`src/rtl/char_lcd_nibble_expander_sequencer_assert.svh`:
```
// assertion macros for the lcd expander sequencer
`ifndef CHAR_LCD_NIBBLE_EXPANDER_SEQUENCER_ASSERT_SVH
`define CHAR_LCD_NIBBLE_EXPANDER_SEQUENCER_ASSERT_SVH

// same-cycle implication, checked outside reset
`define CLNES_ASSERT_NOW(label, ante, cons, msg) \
    label: assert property (@(posedge i_clk) disable iff (!i_rst_n) \
        (ante) |-> (cons)) else $error(msg);

// next-cycle implication, checked outside reset
`define CLNES_ASSERT_NEXT(label, ante, cons, msg) \
    label: assert property (@(posedge i_clk) disable iff (!i_rst_n) \
        (ante) |=> (cons)) else $error(msg);

`endif

```
`src/rtl/clnes_pkg.sv`:
```
// shared types, codes and the initialise nibble table
package clnes_pkg;

    localparam logic [3:0] CMD_BYTE    = 4'd0;
    localparam logic [3:0] CMD_DATA    = 4'd1;
    localparam logic [3:0] CMD_HALF    = 4'd2;
    localparam logic [3:0] CMD_BL_ON   = 4'd3;
    localparam logic [3:0] CMD_BL_OFF  = 4'd4;
    localparam logic [3:0] CMD_RW_LO   = 4'd5;
    localparam logic [3:0] CMD_RW_HI   = 4'd6;
    localparam logic [3:0] CMD_CURSOR  = 4'd7;
    localparam logic [3:0] CMD_INIT    = 4'd8;

    localparam logic [2:0] OP_BL_ON    = 3'd0;
    localparam logic [2:0] OP_BL_OFF   = 3'd1;
    localparam logic [2:0] OP_RW_LO    = 3'd2;
    localparam logic [2:0] OP_RW_HI    = 3'd3;
    localparam logic [2:0] OP_NIB      = 3'd4;
    localparam logic [2:0] OP_EN_HI    = 3'd5;
    localparam logic [2:0] OP_EN_LO    = 3'd6;

    localparam logic [3:0] INIT_NIB_LAST = 4'd13;

    localparam logic [7:0] EXP_ADDR_RESET = 8'h4E;

    typedef struct packed {
        logic       load;
        logic       emit;
        logic [2:0] op;
        logic       use_tab;
        logic       nib_hi;
        logic [3:0] tab_nib;
        logic       last;
    } t_dp_cmd;

    typedef struct packed {
        logic free;
    } t_dp_stat;

    function automatic logic [3:0] init_nibble(input logic [3:0] idx);
        logic [3:0] nib;
        case (idx)
            4'd0:    nib = 4'h3;
            4'd1:    nib = 4'h3;
            4'd2:    nib = 4'h3;
            4'd3:    nib = 4'h2;
            4'd4:    nib = 4'h2;
            4'd5:    nib = 4'h8;
            4'd6:    nib = 4'h0;
            4'd7:    nib = 4'hC;
            4'd8:    nib = 4'h0;
            4'd9:    nib = 4'h1;
            4'd10:   nib = 4'h0;
            4'd11:   nib = 4'h6;
            4'd12:   nib = 4'h8;
            4'd13:   nib = 4'h0;
            default: nib = 4'h0;
        endcase
        return nib;
    endfunction

endpackage

```
`src/rtl/clnes_ctrl.sv`:
```
// sequencing state machine: one expander byte per step
module clnes_ctrl (
    input  logic               i_clk,
    input  logic               i_rst_n,
    input  logic               i_in_valid,
    input  logic [3:0]         i_cmd,
    input  clnes_pkg::t_dp_stat i_stat,
    output clnes_pkg::t_dp_cmd  o_dp_cmd,
    output logic               o_busy
);
    import clnes_pkg::*;

    localparam logic [1:0] ST_IDLE   = 2'd0;
    localparam logic [1:0] ST_SINGLE = 2'd1;
    localparam logic [1:0] ST_NIBS   = 2'd2;

    localparam logic [1:0] PH_SET    = 2'd0;
    localparam logic [1:0] PH_EN_HI  = 2'd1;
    localparam logic [1:0] PH_EN_LO  = 2'd2;

    logic [1:0] r_state, n_state;
    logic [1:0] r_phase, n_phase;
    logic [3:0] r_nib, n_nib;
    logic [3:0] r_nib_end, n_nib_end;
    logic       r_init, n_init;
    logic [2:0] r_op, n_op;
    logic       w_accept;
    logic       w_adv;

    assign w_accept = i_in_valid && (r_state == ST_IDLE);
    assign w_adv    = (r_state != ST_IDLE) && i_stat.free;
    assign o_busy   = (r_state != ST_IDLE);

    always_comb begin
        n_state   = r_state;
        n_phase   = r_phase;
        n_nib     = r_nib;
        n_nib_end = r_nib_end;
        n_init    = r_init;
        n_op      = r_op;

        o_dp_cmd         = '0;
        o_dp_cmd.load    = w_accept;
        o_dp_cmd.use_tab = r_init;
        o_dp_cmd.nib_hi  = (r_nib == 4'd0);
        o_dp_cmd.tab_nib = init_nibble(r_nib);

        case (r_state)
            ST_IDLE: begin
                if (w_accept) begin
                    n_phase = PH_SET;
                    n_nib   = 4'd0;
                    n_init  = 1'b0;
                    case (i_cmd)
                        CMD_BYTE, CMD_DATA, CMD_CURSOR: begin
                            n_state   = ST_NIBS;
                            n_nib_end = 4'd1;
                        end
                        CMD_HALF: begin
                            n_state   = ST_NIBS;
                            n_nib_end = 4'd0;
                        end
                        CMD_BL_ON: begin
                            n_state = ST_SINGLE;
                            n_op    = OP_BL_ON;
                        end
                        CMD_BL_OFF: begin
                            n_state = ST_SINGLE;
                            n_op    = OP_BL_OFF;
                        end
                        CMD_RW_LO: begin
                            n_state = ST_SINGLE;
                            n_op    = OP_RW_LO;
                        end
                        CMD_RW_HI: begin
                            n_state = ST_SINGLE;
                            n_op    = OP_RW_HI;
                        end
                        CMD_INIT: begin
                            n_state   = ST_SINGLE;
                            n_op      = OP_RW_LO;
                            n_init    = 1'b1;
                            n_nib_end = INIT_NIB_LAST;
                        end
                        default: begin
                            n_state = ST_IDLE;
                        end
                    endcase
                end
            end
            ST_SINGLE: begin
                o_dp_cmd.op   = r_op;
                o_dp_cmd.last = !r_init;
                if (w_adv) begin
                    o_dp_cmd.emit = 1'b1;
                    n_state = r_init ? ST_NIBS : ST_IDLE;
                end
            end
            ST_NIBS: begin
                case (r_phase)
                    PH_SET:   o_dp_cmd.op = OP_NIB;
                    PH_EN_HI: o_dp_cmd.op = OP_EN_HI;
                    default:  o_dp_cmd.op = OP_EN_LO;
                endcase
                o_dp_cmd.last = (r_phase == PH_EN_LO) && (r_nib == r_nib_end);
                if (w_adv) begin
                    o_dp_cmd.emit = 1'b1;
                    case (r_phase)
                        PH_SET:   n_phase = PH_EN_HI;
                        PH_EN_HI: n_phase = PH_EN_LO;
                        default: begin
                            n_phase = PH_SET;
                            if (r_nib == r_nib_end) begin
                                n_state = ST_IDLE;
                            end else begin
                                n_nib = r_nib + 4'd1;
                            end
                        end
                    endcase
                end
            end
            default: begin
                n_state = ST_IDLE;
            end
        endcase
    end

    always_ff @(posedge i_clk) begin
        if (!i_rst_n) begin
            r_state   <= ST_IDLE;
            r_phase   <= PH_SET;
            r_nib     <= 4'd0;
            r_nib_end <= 4'd0;
            r_init    <= 1'b0;
            r_op      <= OP_BL_ON;
        end else begin
            r_state   <= n_state;
            r_phase   <= n_phase;
            r_nib     <= n_nib;
            r_nib_end <= n_nib_end;
            r_init    <= n_init;
            r_op      <= n_op;
        end
    end

endmodule

```
`src/rtl/clnes_dp.sv`:
```
// expander shadow, operand latch and output register
module clnes_dp (
    input  logic               i_clk,
    input  logic               i_rst_n,
    input  clnes_pkg::t_dp_cmd  i_dp_cmd,
    output clnes_pkg::t_dp_stat o_stat,
    input  logic [3:0]         i_cmd,
    input  logic [7:0]         i_value,
    input  logic [2:0]         i_line,
    input  logic [4:0]         i_column,
    input  logic [7:0]         i_exp_addr,
    input  logic               i_out_stall,
    output logic               o_out_valid,
    output logic [7:0]         o_target_address,
    output logic [7:0]         o_expander_byte,
    output logic               o_last
);
    import clnes_pkg::*;

    logic [7:0] r_shadow, n_shadow;
    logic [7:0] r_operand, n_operand;
    logic       r_rs;
    logic       r_out_valid;
    logic [7:0] r_out_addr;
    logic [7:0] r_out_byte;
    logic       r_out_last;
    logic [7:0] w_base;
    logic [3:0] w_nib;

    assign o_stat.free      = !r_out_valid || !i_out_stall;
    assign o_out_valid      = r_out_valid;
    assign o_target_address = r_out_addr;
    assign o_expander_byte  = r_out_byte;
    assign o_last           = r_out_last;

    // cursor address: line base plus column minus one, line out of range gives zero
    always_comb begin
        case (i_line)
            3'd1:    w_base = 8'h80;
            3'd2:    w_base = 8'hC0;
            3'd3:    w_base = 8'h94;
            3'd4:    w_base = 8'hD4;
            default: w_base = 8'h00;
        endcase
        if (i_cmd == CMD_CURSOR) begin
            n_operand = (w_base == 8'h00) ? 8'h00 : (w_base + {3'b000, i_column} - 8'd1);
        end else begin
            n_operand = i_value;
        end
    end

    assign w_nib = i_dp_cmd.use_tab ? i_dp_cmd.tab_nib :
                   (i_dp_cmd.nib_hi ? r_operand[7:4] : r_operand[3:0]);

    always_comb begin
        case (i_dp_cmd.op)
            OP_BL_ON:  n_shadow = r_shadow | 8'h08;
            OP_BL_OFF: n_shadow = r_shadow & 8'hF7;
            OP_RW_LO:  n_shadow = r_shadow & 8'hFD;
            OP_RW_HI:  n_shadow = r_shadow | 8'h02;
            OP_NIB:    n_shadow = {w_nib, r_shadow[3:1], r_rs};
            OP_EN_HI:  n_shadow = r_shadow | 8'h04;
            OP_EN_LO:  n_shadow = r_shadow & 8'hFB;
            default:   n_shadow = r_shadow;
        endcase
    end

    always_ff @(posedge i_clk) begin
        if (!i_rst_n) begin
            r_shadow    <= 8'h00;
            r_out_valid <= 1'b0;
        end else begin
            if (i_dp_cmd.emit) begin
                r_shadow    <= n_shadow;
                r_out_valid <= 1'b1;
            end else if (!i_out_stall) begin
                r_out_valid <= 1'b0;
            end
        end
    end

    always_ff @(posedge i_clk) begin
        if (i_dp_cmd.load) begin
            r_operand <= n_operand;
            r_rs      <= (i_cmd == CMD_DATA);
        end
        if (i_dp_cmd.emit) begin
            r_out_addr <= i_exp_addr;
            r_out_byte <= n_shadow;
            r_out_last <= i_dp_cmd.last;
        end
    end

endmodule

```
`src/rtl/char_lcd_nibble_expander_sequencer.sv`:
```
// character lcd sequencer over an i2c port expander, top level
// usage:
// input channel i_in_valid / o_in_stall carries cmd, value, line and column.
// output channel o_out_valid / i_out_stall carries one expander byte per
// transfer, tagged with the expander's i2c address and a last flag on the
// final byte of each command's run.
// an accepted command gives 1, 3, 6 or 43 output transfers (none for
// unused codes); the first byte is registered once the controller has
// left idle, then one byte per cycle while the receiver takes them.
// the controller produces one byte per cycle, while the output is not
// stalled, into a single output register. o_in_stall is high until the
// controller has handed the last byte to the output register, so the
// next command can be taken while that byte still waits.
// a stall on the output holds the byte and pauses the sequence.
// reset clears the expander shadow to zero, sets the address register to
// 0x4E and empties the output register.
// apb register 0 at byte address 0: expander i2c write address.
module char_lcd_nibble_expander_sequencer (
    input  logic       i_clk,
    input  logic       i_rst_n,
    input  logic       psel,
    input  logic       penable,
    input  logic       pwrite,
    input  logic [2:0] paddr,
    input  logic [31:0] pwdata,
    output logic [31:0] prdata,
    output logic       pready,
    input  logic       i_in_valid,
    output logic       o_in_stall,
    input  logic [3:0] i_cmd,
    input  logic [7:0] i_value,
    input  logic [2:0] i_line,
    input  logic [4:0] i_column,
    output logic       o_out_valid,
    input  logic       i_out_stall,
    output logic [7:0] o_target_address,
    output logic [7:0] o_expander_byte,
    output logic       o_last
);
    import clnes_pkg::*;

    `include "char_lcd_nibble_expander_sequencer_assert.svh"

    logic [7:0] r_exp_addr;
    logic       w_busy;
    logic       w_reg0;
    t_dp_cmd    w_dp_cmd;
    t_dp_stat   w_stat;

    assign pready     = 1'b1;
    assign w_reg0     = (paddr[2] == 1'b0);
    assign prdata     = w_reg0 ? {24'h000000, r_exp_addr} : 32'h00000000;
    assign o_in_stall = w_busy;

    always_ff @(posedge i_clk) begin
        if (!i_rst_n) begin
            r_exp_addr <= EXP_ADDR_RESET;
        end else if (psel && penable && pwrite && pready && w_reg0) begin
            r_exp_addr <= pwdata[7:0];
        end
    end

    clnes_ctrl u_ctrl (
        .i_clk      (i_clk),
        .i_rst_n    (i_rst_n),
        .i_in_valid (i_in_valid),
        .i_cmd      (i_cmd),
        .i_stat     (w_stat),
        .o_dp_cmd   (w_dp_cmd),
        .o_busy     (w_busy)
    );

    clnes_dp u_dp (
        .i_clk            (i_clk),
        .i_rst_n          (i_rst_n),
        .i_dp_cmd         (w_dp_cmd),
        .o_stat           (w_stat),
        .i_cmd            (i_cmd),
        .i_value          (i_value),
        .i_line           (i_line),
        .i_column         (i_column),
        .i_exp_addr       (r_exp_addr),
        .i_out_stall      (i_out_stall),
        .o_out_valid      (o_out_valid),
        .o_target_address (o_target_address),
        .o_expander_byte  (o_expander_byte),
        .o_last           (o_last)
    );

    `CLNES_ASSERT_NOW(a_no_overwrite, w_dp_cmd.emit, !o_out_valid || !i_out_stall, "output overwritten while stalled")
    `CLNES_ASSERT_NOW(a_last_en_low, o_out_valid && o_last, !o_expander_byte[2], "run ends with enable high")
    `CLNES_ASSERT_NEXT(a_unused_idle, i_in_valid && !o_in_stall && (i_cmd > CMD_INIT), !w_busy, "unused code started a run")
    `CLNES_ASSERT_NEXT(a_single_busy, i_in_valid && !o_in_stall && (i_cmd == CMD_BL_ON || i_cmd == CMD_RW_HI), w_busy, "command dropped")

endmodule
```
`config.mk`:
```
export PLATFORM = sky130hd
export DESIGN_NAME = char_lcd_nibble_expander_sequencer
export DESIGN_NICKNAME = d
export VERILOG_FILES = /design/src/rtl/clnes_pkg.sv /design/src/rtl/clnes_ctrl.sv /design/src/rtl/clnes_dp.sv /design/src/rtl/char_lcd_nibble_expander_sequencer.sv
export VERILOG_INCLUDE_DIRS = /design/src /design/src/rtl
export SDC_FILE = /design/constraint.sdc
export NUM_CORES = 1
export LEC_CHECK = 0
export BUFFER_PORTS_ARGS = -buffer_cell sky130_fd_sc_hd__buf_2
export CAP_MARGIN = 20
export CORE_MARGIN = 1
export CORE_UTILIZATION = 25
export CTS_CLUSTER_SIZE = 20
export DETAILED_ROUTE_END_ITERATION = 16
export SLEW_MARGIN = 25
export SYNTH_ARGS = -nofsm -noshare
export SYNTH_HDL_FRONTEND = slang
export SYNTH_SLANG_ARGS = --single-unit
```
`constraint.sdc`:
```
create_clock -name i_clk -period 6.95 [get_ports i_clk]
set_input_delay 1.39 -clock i_clk [delete_from_list [all_inputs] [get_ports i_clk]]
set_output_delay 1.39 -clock i_clk [all_outputs]
set_load 0.005 [all_outputs]
```
### Word-level counts from Yosys, hierarchy flattened

Memory sizes are Yosys's and may differ from the RTL's. A register that Yosys moved wholly into a read port is not among the register bits.
Cells that the tools add are included.

| storage, ports and cells | value |
|---|---|
| output and inout bits | 52 |
| word-level logic and storage cells | 115 |
| bits in read-only memories | 64 |
| flip-flop bits (word level) | 59 |
| memories kept | 1 |
| input bits | 62 |

| cells by class | value |
|---|---|
| bitwise logic cells | 1 |
| reductions and logical operators | 31 |
| add/sub/neg operators | 3 |
| equal/unequal tests | 30 |
| mux-type cells | 35 |

Memory list:

| memory | depth | bits a word | read ports | clocked after memory_dff | wr ports | RTL line | source |
|---|---|---|---|---|---|---|---|
| (name not given) | 16 | 4 | 1 | 1 | 0 | clnes_pkg.sv:42 | `case (idx)` |

Operators with widths:

| operator | number |
|---|---|
| case mux 8 bit (7 select lines) | 1 |
| 2-to-1 mux 4 bit | 8 |
| case mux 8 bit (4 select lines) | 1 |
| 2-to-1 mux 8 bit | 3 |
| == test 4 x 3 -> 1 bit (second input constant) | 4 |
| 2-to-1 mux 2 bit | 8 |
| case mux 2 bit (2 select lines) | 4 |
| case mux 4 bit (2 select lines) | 2 |
| == test 3 x 2 -> 1 bit (second input constant) | 4 |
| == test 3 bit (second input constant) | 4 |
| case mux 3 bit (4 select lines) | 1 |
| case mux 4 bit (3 select lines) | 1 |
| != test 2 x 1 -> 1 bit (second input constant) | 5 |
| AND reduction 5 bit | 2 |
| AND reduction 3 bit | 3 |
| adder 8 x 5 -> 8 bit | 1 |
| == test 4 x 2 -> 1 bit (second input constant) | 2 |
| logical NOT 4 bit | 2 |
| logical NOT 8 bit | 1 |
| subtractor 8 x 1 -> 8 bit (second input constant) | 1 |
| == test 3 x 1 -> 1 bit (second input constant) | 2 |
| logical AND 1 bit | 6 |
| case mux 2 bit (3 select lines) | 1 |
| OR reduction 5 bit | 1 |
| 21 further kinds | 32 |

### Longest topological paths before layout

Gate-level depths: netlist of run 1.

| depth | value |
|---|---|
| depth after elaboration | 7 |
| gate-level depth with buffers | 12 |
| depth with buffers taken out | 12 |

### Cells and area by module

Synthesis of run 1 repeated with hierarchy kept, for this count alone.

| second synthesis, totals | value |
|---|---|
| cell total of the unflattened synthesis | 354 |
| area total of the unflattened synthesis | 3,472.1 um^2 |

By module, submodules not included:

| module | cells each | times used | area each (um^2) |
|---|---|---|---|
| clnes_dp | 143 | 1 | 1,696.6 |
| clnes_ctrl | 141 | 1 | 1,164.9 |
| char_lcd_nibble_expander_sequencer | 70 | 1 | 610.6 |

### Worst setup path after synthesis of run 1

OpenSTA, ideal clock, no wires.

| timing path | value |
|---|---|
| path kind | input to register |
| start | in i_line[0] |
| end | reg u_dp.r_operand[6], data pin |
| stages on the path | 11 |
| setup slack | 3.640 ns |
| setup time | 0.256 ns |
| arrival | 3.054 ns |
| cell sequence | nor2_1 > a21oi_1 > ha_1 > inv_1 > ha_1 > a21o_1 > a21oi_1 > nand2b_1 > nand3b_1 > xnor2_1 > a22o_1 |

| between the ends | value |
|---|---|
| cells in the longest elaborated chain, start to end | 6 |
| elaborated cells on any way between the ends | 10 |
| those cells by class | add/sub: 2; eq/ne: 4; mux: 3; reduce/logical: 1 |

RTL lines:

| item | RTL line | source |
|---|---|---|
| start, declared | char_lcd_nibble_expander_sequencer.sv:32 | `input logic [2:0] i_line,` |
| == test 3 bit, or another cell as far along | clnes_dp.sv:38 | `case (i_line)` |
| case mux 8 bit (4 select lines) (*) | clnes_dp.sv:38 |  |
| adder 8 x 5 -> 8 bit | clnes_dp.sv:46 | `n_operand = (w_base == 8'h00) ? 8'h00 : (w_base + {3'b000, i_column} - 8'd1);` |
| subtractor 8 x 1 -> 8 bit | clnes_dp.sv:46 |  |
| 2-to-1 mux 8 bit (*) | clnes_dp.sv:46 |  |
| 2-to-1 mux 8 bit (*) | clnes_dp.sv:45 | `if (i_cmd == CMD_CURSOR) begin` |
| net u_dp.n_operand[6] | clnes_dp.sv:21 | `logic [7:0] r_operand, n_operand;` |
| end signal, assigned | clnes_dp.sv:84 | `r_operand <= n_operand;` |
| end, declared | clnes_dp.sv:21 |  |

Mark *: on every way through the listed nets, which the timed path passes. The rest lies on a longest branch.
A chain may end at the register's enable or synchronous reset.

### Worst setup path in the final report of run 1

| timing path | value |
|---|---|
| start | in i_line[1] |
| end | reg u_dp.r_operand[6], data pin |

The elaborated chain is that of the path after synthesis.

==> metrics.md, run 1 <==
| Metric | Value |
|---|---|
| Vias in the first global route | `2586` |
| Mux cell area share after synthesis | `4.92%` |
| Share of layout cells above drive strength 1 | `22.0%` |
| Hold Path Class | `flop to flop` |
| Period utilization | `48.0%` |
| WL/cell | `11.9 um` |
| Area grow syn2layout | `18.4%` |
| Clock Pin Slew Worst Setup and Hold Paths | `about 50 ps` |
| Outcome | `finished clean` |
| Critical path startpoint category | `primary input` |
| Max_slew headroom | `40.5%` |
| Maximum fanout along the worst path | `3` |
| Bufs and invs on worst path | `2` |
| Max cap viols | `0` |
| Slew @ Worst Pin | `893 ps` |
| Crit. End Element | `flop` |
| CTS tree | `done` |
| Residual DRC | `0` |
| Post-synthesis sequential area ratio | `42.6%` |
| Row cnt | `42` |
| Largest net degree at the start of global routing | `34` |
| Placed Cells | `roughly 590` |
| Lkg Pwr | `1.70 nW` |
| I/O Pins | `114` |
| Post-synthesis cell count | `approximately 370` |
| Routability cong. | `0.791` |
| RSZ-0062 raised after global routing | `no` |
| GRT overflow | `0` |
| Power per cell area | `217 nW/um^2` |
| HPWL after DPL | `5.27 mm` |
| Leading area contributor after synthesis | `edfxtp_1` |
| CP Class | `primary input to flop` |
| First-pass GRT wire length | `12.1 mm` |
| Ys async rst share | `0%` |
| Synthesis-stage register bit count | `60` |
| Critical Path AT | `between 3000 and 4000 ps` |
| Synth top area cells | `edfxtp_1 23%, dfxtp_1 20%, buf_4 5.5%` |
| H-Tree Depth | `3` |
| Initial Util | `25.8%` |
| Port bufs | `62` |
| Nets | `499` |
| Core Footprint | `13300 um^2` |
| Count of different cell masters after synthesis | `56` |
| Yosys warnings | `0` |
| Synthesized area per cell | `9.38 um^2` |
| Cts repair resizes | `0` |
| Post-synthesis compound-gate area fraction | `15.4%` |
| Final Skew | `7.20 ps` |
| Main combinational cell family by area after synthesis | `simple AND/OR/NAND/NOR gates` |
| Die ar. | `14200 um^2` |
| Max rail drop VDD | `0.0000847 V` |
| Worst path cell trace | `buf_2 -> nand2_1 -> nor2_1 -> a21oi_1 -> ha_1 -> inv_1 -> ha_1 -> a21o_1 -> a21oi_1 -> nand2b_1 -> nand3b_1 -> xnor2_1 -> a22o_1` |
| CP peak stage delay | `300 ps` |
| Setup TNS Final | `0 ps` |
| DRT iter0 DRCs | `between 150 and 200` |
| DR pass1 iterations | `6` |
| Synth Cell Area | `3430 um^2` |
| Via Count | `between 2000 and 3000` |
| CTS Buf Count | `9` |
| Delay-heaviest family, CP | `compound AO/OA/AOI/OAI gates` |
| Final setup fails | `0` |
| # clock sinks | `60` |
| Hold_buf cts | `0` |
| Fin. max-slew vios | `0` |
| Post-synth EDFFs | `26` |
| Die height | `119 um` |
| WP data required | `7020 ps` |
| Area share of the largest cell type after synthesis | `22.7%` |
| GR Util All Layers | `10.6%` |
| Fill count | `1388` |
| Synth Area in Adders | `5.32%` |
| # diodes | `0` |
| Max frequency | `around 300 MHz` |
| Hold Fails Final Rpt | `0` |
| Finished Layout Cells | `slightly above 600` |
| Simple-gate share of the synthesized area | `18.6%` |
| Initial antenna violation count | `0` |
| Final min period | `3330 ps` |
| CTS root buf | `clkbuf_16` |
| XOR/XNOR Fraction of Synth Area | `3.28%` |
| Clk_lat worst skew | `320 ps` |
| Die Width | `119 um` |
| CP max-delay cell | `ha_1` |
| CTS Buffer Depth | `2` |
| Vias/cell | `approximately 4.4` |
| DRT antenna net count | `0` |
| Most used DFF post-synth | `dfxtp_1` |
| Post-CTS Setup Bufs | `0` |
| Drt total wl | `around 7.2 mm` |
cell usage after synthesis (all sizes together), types with 4 or more instances:
cell type / count
nand2: 47
o21ai: 17
ha: 13
nor2: 15
a22o: 5
nand2b: 5
nor2b: 18
a21boi: 13
nand3b: 5
nand3: 19
xnor2: 8
a31oi: 4
mux2: 7
a21oi: 20
clkbuf: 10
buf: 30
inv: 20
dfxtp: 34
mux2i: 9
xor2: 4
edfxtp: 26
nor3: 5
kinds of logic after synthesis:
logic type      count (synthesis)
other cells                     2
simple gates                  126
compound gates                 76
xor+xnor                       12
fa+ha+maj                      14
buf+inv                        60
flops                          60
mux                            16
sequential cells by signal, summed over array words and instances, names as in the netlist:
| signal | flops |
|---|---|
| u_dp.r_operand | 8 |
| u_ctrl.r_nib | 4 |
| u_dp.r_shadow | 8 |
| u_ctrl.r_nib_end | 2 |
| u_ctrl.r_phase | 2 |
| u_ctrl.r_init | 1 |
| r_exp_addr | 8 |
| u_dp.o_last | 1 |
| u_dp.r_rs | 1 |
| u_dp.o_target_address | 8 |
| u_dp.o_expander_byte | 8 |
| u_ctrl.r_state | 2 |
| u_ctrl.o_dp_cmd | 4 |
| u_dp.o_out_valid | 1 |
| u_ctrl.r_op | 2 |
final cells by class:
class                           count  area, um^2  share of cell area (%)
Timing Repair Buffer               63         318                    7.81
Sequential cell                    60        1460                    35.9
Multi-Input combinational cell    269        1730                    42.5
Clock inverter                      3        13.8                   0.338
Clock buffer                       13         250                    6.15
Tap cell                          176         220                    5.41
Inverter                           20        75.1                    1.85
through the flow:
stage | hold slack [ps] | instance area (um^2) | worst slack, ps | total power (W) | util (%)
after floorplan | 422 | 3520 | 3640 | 0.000474 | -
after global placement | 431 | 3800 | 3310 | 0.000494 | 28.6
after detailed placement | 441 | 3800 | 3270 | 0.000497 | 28.6
after CTS | 452 | 4070 | 3610 | 0.000894 | 30.6
after global routing | 468 | 4070 | 3440 | 0.000927 | 30.6
final | 446 | 4070 | 3620 | 0.000882 | 30.6
layout by cell type (no fill, tap or decap), types with 9 or more instances in the layout:
cell        n
buf_2      62
nand2_1    47
dfxtp_1    34
edfxtp_1   26
conb_1     25
inv_1      20
a21oi_1    19
nand3_1    19
nor2b_1    18
o21ai_0    15
nor2_1     13
ha_1       13
a21boi_0   11
mux2i_1     9
clkbuf_16   9
metal layers:
| metal | vias up | GRT usage (%) | share of wire, % |
|---|---|---|---|
| li1 | 1334 | - | - |
| met1 | 1218 | 12.8 | 46 |
| met4 | 0 | 3.32 | 0.53 |
| met3 | 6 | 3.02 | 5.2 |
| met5 | - | 0 | 0 |
| met2 | 91 | 18.0 | 48 |
report_power, final:
| group | internal, W | leakage (nW) | switching, W |
|---|---|---|---|
| combinational | 0.0000444 | 1.03 | 0.0000627 |
| clock | 0.000248 | 0.131 | 0.000144 |
| sequential | 0.000378 | 0.534 | 0.00000474 |
worst paths after layout:
| check | cells past startpoint | to | from | slack (ps) |
|---|---|---|---|---|
| max | 13 | u_dp.r_operand[6] | i_line[1] | 3620 |
| min | 0 | u_dp.o_target_address[2] | r_exp_addr[2] | 450 |
| max reg2reg | 6 | u_dp.o_expander_byte[5] | u_ctrl.r_state[0] | 4270 |
| min reg2reg | 0 | u_dp.o_target_address[2] | r_exp_addr[2] | 450 |
(Power assumes the default switching activity.)
==> run 2: changes to the inputs <==
==> constraint.sdc (replaced) <==
create_clock -name i_clk -period 2.7 [get_ports i_clk]
set_input_delay 0.54 -clock i_clk [delete_from_list [all_inputs] [get_ports i_clk]]
set_output_delay 0.54 -clock i_clk [all_outputs]
set_load 0.005 [all_outputs]
==> metrics.md, run 2 (same netlist as run 1, synthesis figures left out) <==
| Metric | Value |
|---|---|
| Outcome | `finished clean` |
| Drt total wl | `about 7 mm` |
| Initial antenna violation count | `0` |
| DR pass1 iterations | `4` |
| CTS Buf Count | `9` |
| Final setup fails | `0` |
| Lkg Pwr | `1.78 nW` |
| Area grow syn2layout | `23.0%` |
| Nets | `506` |
| Combinational share of power | `10.7%` |
| Initial Util | `25.8%` |
| Share of layout cells above drive strength 1 | `23.7%` |
| Switch share | `20.8%` |
| CTS root buf | `clkbuf_16` |
| Largest net degree at the start of global routing | `29` |
| Max rail drop VDD | `0.000312 V` |
| Port bufs | `62` |
| Crit. path cell count | `13` |
| Clk_lat worst skew | `between 300 and 400 ps` |
| Setup TNS Final | `0 ps` |
| First-pass GRT wire length | `11.7 mm` |
| Max cap viols | `0` |
| Launch point of the worst path | `i_line[1]` |
| Pint | `0.00212 W` |
| Die ar. | `14200 um^2` |
| GR Util All Layers | `roughly a tenth` |
| WHS | `439 ps` |
| FF+latch area | `1460 um^2` |
| Final Skew | `between 6 and 7 ps` |
| Delay-heaviest family, CP | `compound AO/OA/AOI/OAI gates` |
| Fin. max-slew vios | `0` |
| Seq pwr share | `36.9%` |
| Post-CTS Setup Bufs | `0` |
| Power per cell area | `632 nW/um^2` |
| CTS Buffer Depth | `2` |
| DRT antenna net count | `0` |
| Commonest non-fill, non-tap cell in the layout | `buf_2` |
| Hold_buf cts | `0` |
| Fill count | `between 1000 and 1500` |
| WL/cell | `11.4 um` |
| Core Footprint | `13300 um^2` |
| Maximum fanout along the worst path | `3` |
| Net Sw Power | `0.000554 W` |
| I/O Pins | `114` |
| Routability cong. | `0.869` |
| Vias in the first global route | `2528` |
| # clock sinks | `60` |
| Row cnt | `42` |
| Bufs and invs on worst path | `2` |
| Worst reg2reg endpoint | `u_ctrl.o_dp_cmd[3]` |
| Critical Path Sink | `u_dp.r_operand[6]` |
| Die Width | `119 um` |
| Crit. End Element | `flop` |
| Critical path startpoint category | `primary input` |
| HPWL after DPL | `5.29 mm` |
| Max frequency | `415 MHz` |
| Cts repair resizes | `0` |
| Commonest non-fill, non-tap cells in the layout | `62 x buf_2, 47 x nand2_1, 34 x dfxtp_1` |
| # diodes | `0` |
| Residual DRC | `0` |
| Reg2reg start | `u_ctrl.r_state[1]` |
| Hold Path Class | `primary input to flop` |
| Clock Pin Slew Worst Setup and Hold Paths | `50 ps` |
| Clock Power Share | `52.4%` |
| CP max-delay cell | `ha_1` |
| WP data required | `2760 ps` |
| Period utilization | `just under 90%` |
| CP peak stage delay | `270 ps` |
| RSZ-0062 raised after global routing | `no` |
| DRT iter0 DRCs | `133` |
| Final min period | `2410 ps` |
| FF-to-FF path depth | `9` |
| GRT overflow | `0` |
| Critical Path AT | `2480 ps` |
| H-Tree Depth | `3` |
| Hold Fails Final Rpt | `0` |
| CTS tree | `done` |
| Worst path cell trace | `buf_2 -> nand2_1 -> nor2_1 -> a21oi_1 -> ha_1 -> inv_1 -> ha_1 -> a21o_1 -> a21oi_1 -> nand2b_1 -> nand3b_1 -> xnor2_1 -> a22o_1` |
| Die height | `between 100 and 150 um` |
| CP Class | `primary input to flop` |
| Vias/cell | `4.31` |
| Multi-input logic area | `1730 um^2` |
| Via Count | `2636` |
| Flop2flop setup slack | `460 ps` |
## run 2: cell types whose count changed in the layout (fill, tap and decap cells not counted), sizes merged
cell,previous run,this run
buf,63,70
bufinv,0,4
clkbuf,13,12
clkinv,3,0
## run 2: cell type report
type,count,share of cell area [%]
Multi-Input combinational cell,269,40.9
Sequential cell,60,34.6
Timing Repair Buffer,70,8.77
Clock buffer,12,5.84
Tap cell,176,5.21
Clock inverter,4,2.84
Inverter,20,1.78
## run 2: power groups by stage
stage | combinational, W | clock [W] | sequential [W]
after detailed placement | 0.000287 | 0 | 0.00100
after floorplan | 0.000222 | 0 | 0.000999
after CTS | 0.000289 | 0.00142 | 0.000984
after global routing | 0.000325 | 0.00146 | 0.000986
after global placement | 0.000280 | 0 | 0.00100
final | 0.000286 | 0.00140 | 0.000984
## run 2: stage by stage
| step | setup slack, ps | power, W | instances | instance area [um^2] | util, % |
|---|---|---|---|---|---|
| finish | 288 | 0.00267 | 611 | 4220 | 31.8 |
| global route | 168 | 0.00277 | 611 | 4220 | 31.8 |
| CTS | 269 | 0.00269 | 611 | 4220 | 31.8 |
| detailed placement | -64.9 | 0.00129 | 595 | 3860 | 29.0 |
| global placement | 11.8 | 0.00128 | 595 | 3860 | 29.0 |
| floorplan | 240 | 0.00122 | 389 | 3520 | - |
## run 2: routing by layer
layer  up-vias  track usage (%)  share of wire (%)
met3         6             2.73                5.9
met2        91             17.6                 48
met5         -                0                  0
met1      1189             12.2                 46
met4         0             2.85               0.54
li1       1350                -                  -
## run 2: worst min-delay path by stage
stage                        startpoint                       end  slack, ps  cells past startpoint
after floorplan           r_exp_addr[0]  u_dp.o_target_address[0]        420                      0
after global placement    r_exp_addr[2]  u_dp.o_target_address[2]        430                      0
after detailed placement  r_exp_addr[3]  u_dp.o_target_address[3]        440                      0
after CTS                     pwdata[3]             r_exp_addr[3]        430                      3
after global routing          pwdata[3]             r_exp_addr[3]        440                      3
final                         pwdata[3]             r_exp_addr[3]        440                      3
## run 2: worst register-to-register path: stages, from the launching register on
cell and delay (ps):
dfxtp_1 380, inv_1 90, ha_1 280, a21o_1 260, nor3_1 230, mux2_2 410
inv_1 140, xnor2_1 150, xnor2_1 140, nor2_1 50
==> run 3: changes to the inputs <==
--- a/config.mk
+++ b/config.mk
@@ -6,6 +6,7 @@
 export SDC_FILE = /design/constraint.sdc
 export NUM_CORES = 1
 export LEC_CHECK = 0
+export ABC_AREA = 1
 export BUFFER_PORTS_ARGS = -buffer_cell sky130_fd_sc_hd__buf_2
 export CAP_MARGIN = 20
 export CORE_MARGIN = 1
==> metrics.md, run 3 <==
| Metric | Value |
|---|---|
| CP max-delay cell | `fa_1` |
| Initial Util | `around a quarter` |
| Ys async rst share | `0%` |
| CP peak stage delay | `420 ps` |
| Worst path cell trace | `buf_2 -> nor2_1 -> o21ai_0 -> ha_1 -> inv_1 -> fa_1 -> nand2_1 -> inv_1 -> o21ai_0 -> nand3_1 -> nand2_1 -> a21oi_1 -> o21ai_0 -> o21ai_0` |
| Final setup fails | `0` |
| GRT overflow | `0` |
| Initial antenna violation count | `0` |
| Worst setup margin | `297 ps` |
| DRT antenna net count | `0` |
| DP Worst Slack | `-22.3 ps` |
| Crit. End Element | `flop` |
| Die height | `120 um` |
| GR Util All Layers | `10.6%` |
| Hold Path Class | `flop to flop` |
| Switch share | `around 37%` |
| Hold_buf cts | `0` |
| Worst hold path startpoint | `r_exp_addr[0]` |
| CTS Buffer Depth | `2` |
| CTS Buf Count | `9` |
| Most used DFF post-synth | `dfxtp_1` |
| Row cnt | `42` |
| Die ar. | `14300 um^2` |
| Critical Path AT | `2460 ps` |
| Seq pwr share | `33.6%` |
| Pint | `0.00225 W` |
| WL/cell | `~11 um` |
| DRT iter0 DRCs | `171` |
| Post-synthesis sequential area ratio | `42.2%` |
| Count of different cell masters after synthesis | `between 40 and 50` |
| Hold Fails Final Rpt | `0` |
| Fin. max-slew vios | `0` |
| Maximum fanout along the worst path | `3` |
| H-Tree Depth | `3` |
| Reg2reg start | `u_ctrl.r_state[0]` |
| Fill count | `1422` |
| Launch point of the worst path | `i_line[0]` |
| CP Class | `primary input to flop` |
| Core Footprint | `roughly 13000 um^2` |
| Residual DRC | `0` |
| Net Sw Power | `0.00131 W` |
| Max frequency | `between 400 and 500 MHz` |
| Post-synth EDFFs | `26` |
| Lkg Pwr | `roughly 2 nW` |
| Share of layout cells above drive strength 1 | `approximately 23%` |
| Synthesis-stage register bit count | `60` |
| Nets | `573` |
| # diodes | `0` |
| Leading area contributor after synthesis | `edfxtp_1` |
| Commonest non-fill, non-tap cells in the layout | `85 x nand2_1, 62 x buf_2, 60 x inv_1` |
| Max rail drop VDD | `approximately 0.00036 V` |
| Final Skew | `4.36 ps` |
| CTS tree | `done` |
| Synth top area cells | `edfxtp_1 23%, dfxtp_1 20%, nand2_1 9.2%` |
| Most frequent cell after synthesis | `nand2_1` |
| Slew @ Worst Pin | `522 ps` |
| Largest net degree at the start of global routing | `26` |
| I/O Pins | `about 110` |
| Commonest non-fill, non-tap cell in the layout | `nand2_1` |
| Vias in the first global route | `2736` |
| Final min period | `2400 ps` |
| Vias/cell | `4.22` |
| Post-synthesis cell count | `roughly 430` |
| HPWL after DPL | `5.45 mm` |
| Most frequent cells after synthesis | `85 x nand2_1, 60 x inv_1, 47 x nor2_1` |
| Drt total wl | `about 7.1 mm` |
| Synthesized area per cell | `8.06 um^2` |
| Die Width | `120 um` |
| Routability cong. | `roughly 0.85` |
| Synth Cell Area | `3460 um^2` |
| Util after Layout | `between 30% and 40%` |
| Area grow syn2layout | `21.0%` |
| WP data required | `roughly 2800 ps` |
| Critical path startpoint category | `primary input` |
| Power per cell area | `approximately 850 nW/um^2` |
| Max_slew headroom | `65.2%` |
| First-pass GRT wire length | `12.1 mm` |
| RSZ-0062 raised after global routing | `no` |
| Via Count | `2861` |
| Worst path most repeated cell | `o21ai_0` |
| Combinational share of power | `between 30% and 40%` |
| DR pass1 iterations | `4` |
| Period utilization | `between 80% and 90%` |
| Yosys warnings | `0` |
| # clock sinks | `60` |
| Cts repair resizes | `0` |
| Post-CTS Setup Bufs | `0` |
| CTS root buf | `clkbuf_16` |
| Port bufs | `62` |
| Area share of the largest cell type after synthesis | `between 20% and 30%` |
| Clk_lat worst skew | `320 ps` |
| Clock Power Share | `31.2%` |
| Outcome | `finished clean` |
| Clock Pin Slew Worst Setup and Hold Paths | `50 ps` |
| Flop2flop setup slack | `630 ps` |
| Max cap viols | `0` |
[run 3: worst paths after layout]
check                              to  cells past startpoint
max                 u_dp.r_operand[7]                     14
min          u_dp.o_target_address[0]                      0
max reg2reg          u_dp.r_shadow[6]                      9
min reg2reg  u_dp.o_target_address[0]                      0
[run 3: final cells by class]
cell class | instances | area (um^2) | area share (%)
Tap cell | 176 | 220 | 5.26
Clock buffer | 10 | 229 | 5.47
Multi-Input combinational cell | 295 | 1610 | 38.4
Clock inverter | 6 | 65.1 | 1.55
Inverter | 65 | 251 | 6.01
Sequential cell | 60 | 1460 | 34.9
Timing Repair Buffer | 66 | 353 | 8.43
[run 3: cell families after synthesis]
group / count (synthesis) / share of synthesized area, %
AOI/OAI and AO/OA: 61 / 9.95
xor gates and xnor gates: 3 / 0.760
adders and majority gates: 14 / 5.28
buffers and inverters: 97 / 14.0
DFF: 60 / 42.2
other: 2 / 0.217
and+or+nand+nor: 192 / 27.6
[run 3: layer usage]
layer | routed length (um) | track usage, % | vias up
li1 | - | - | 1472
met1 | 3270 | 13.3 | 1274
met2 | 3150 | 17.1 | 106
met3 | 594 | 3.18 | 9
met4 | 122 | 3.75 | 0
met5 | 0 | 0 | -
[run 3: worst max-delay path: cells and delay by family]
kind            cells  cell delay (ps)
fa+ha+maj           2              720
compound gates      5              590
buf+inv             3              220
simple gates        4              380
[run 3: stage by stage]
step                hold slack [ps]  power, W  instances  area (um^2)  TNS, ps
global route                    436   0.00381        678         4190        0
floorplan                       408   0.00223        452         3550        0
finish                          431   0.00356        678         4190        0
detailed placement              415   0.00246        662         3890    -22.3
global placement                411   0.00244        662         3890        0
CTS                             426   0.00359        678         4190        0
[run 3: power groups by stage]
| stage | sequential (W) | clock [W] | combinational, W |
|---|---|---|---|
| 3_3_place_gp | 0.00121 | 0 | 0.00123 |
| 3_5_place_dp | 0.00121 | 0 | 0.00125 |
| 2_1_floorplan | 0.00118 | 0 | 0.00105 |
| 6_report | 0.00120 | 0.00111 | 0.00126 |
| 5_1_grt | 0.00122 | 0.00117 | 0.00143 |
| 4_1_cts | 0.00120 | 0.00113 | 0.00126 |
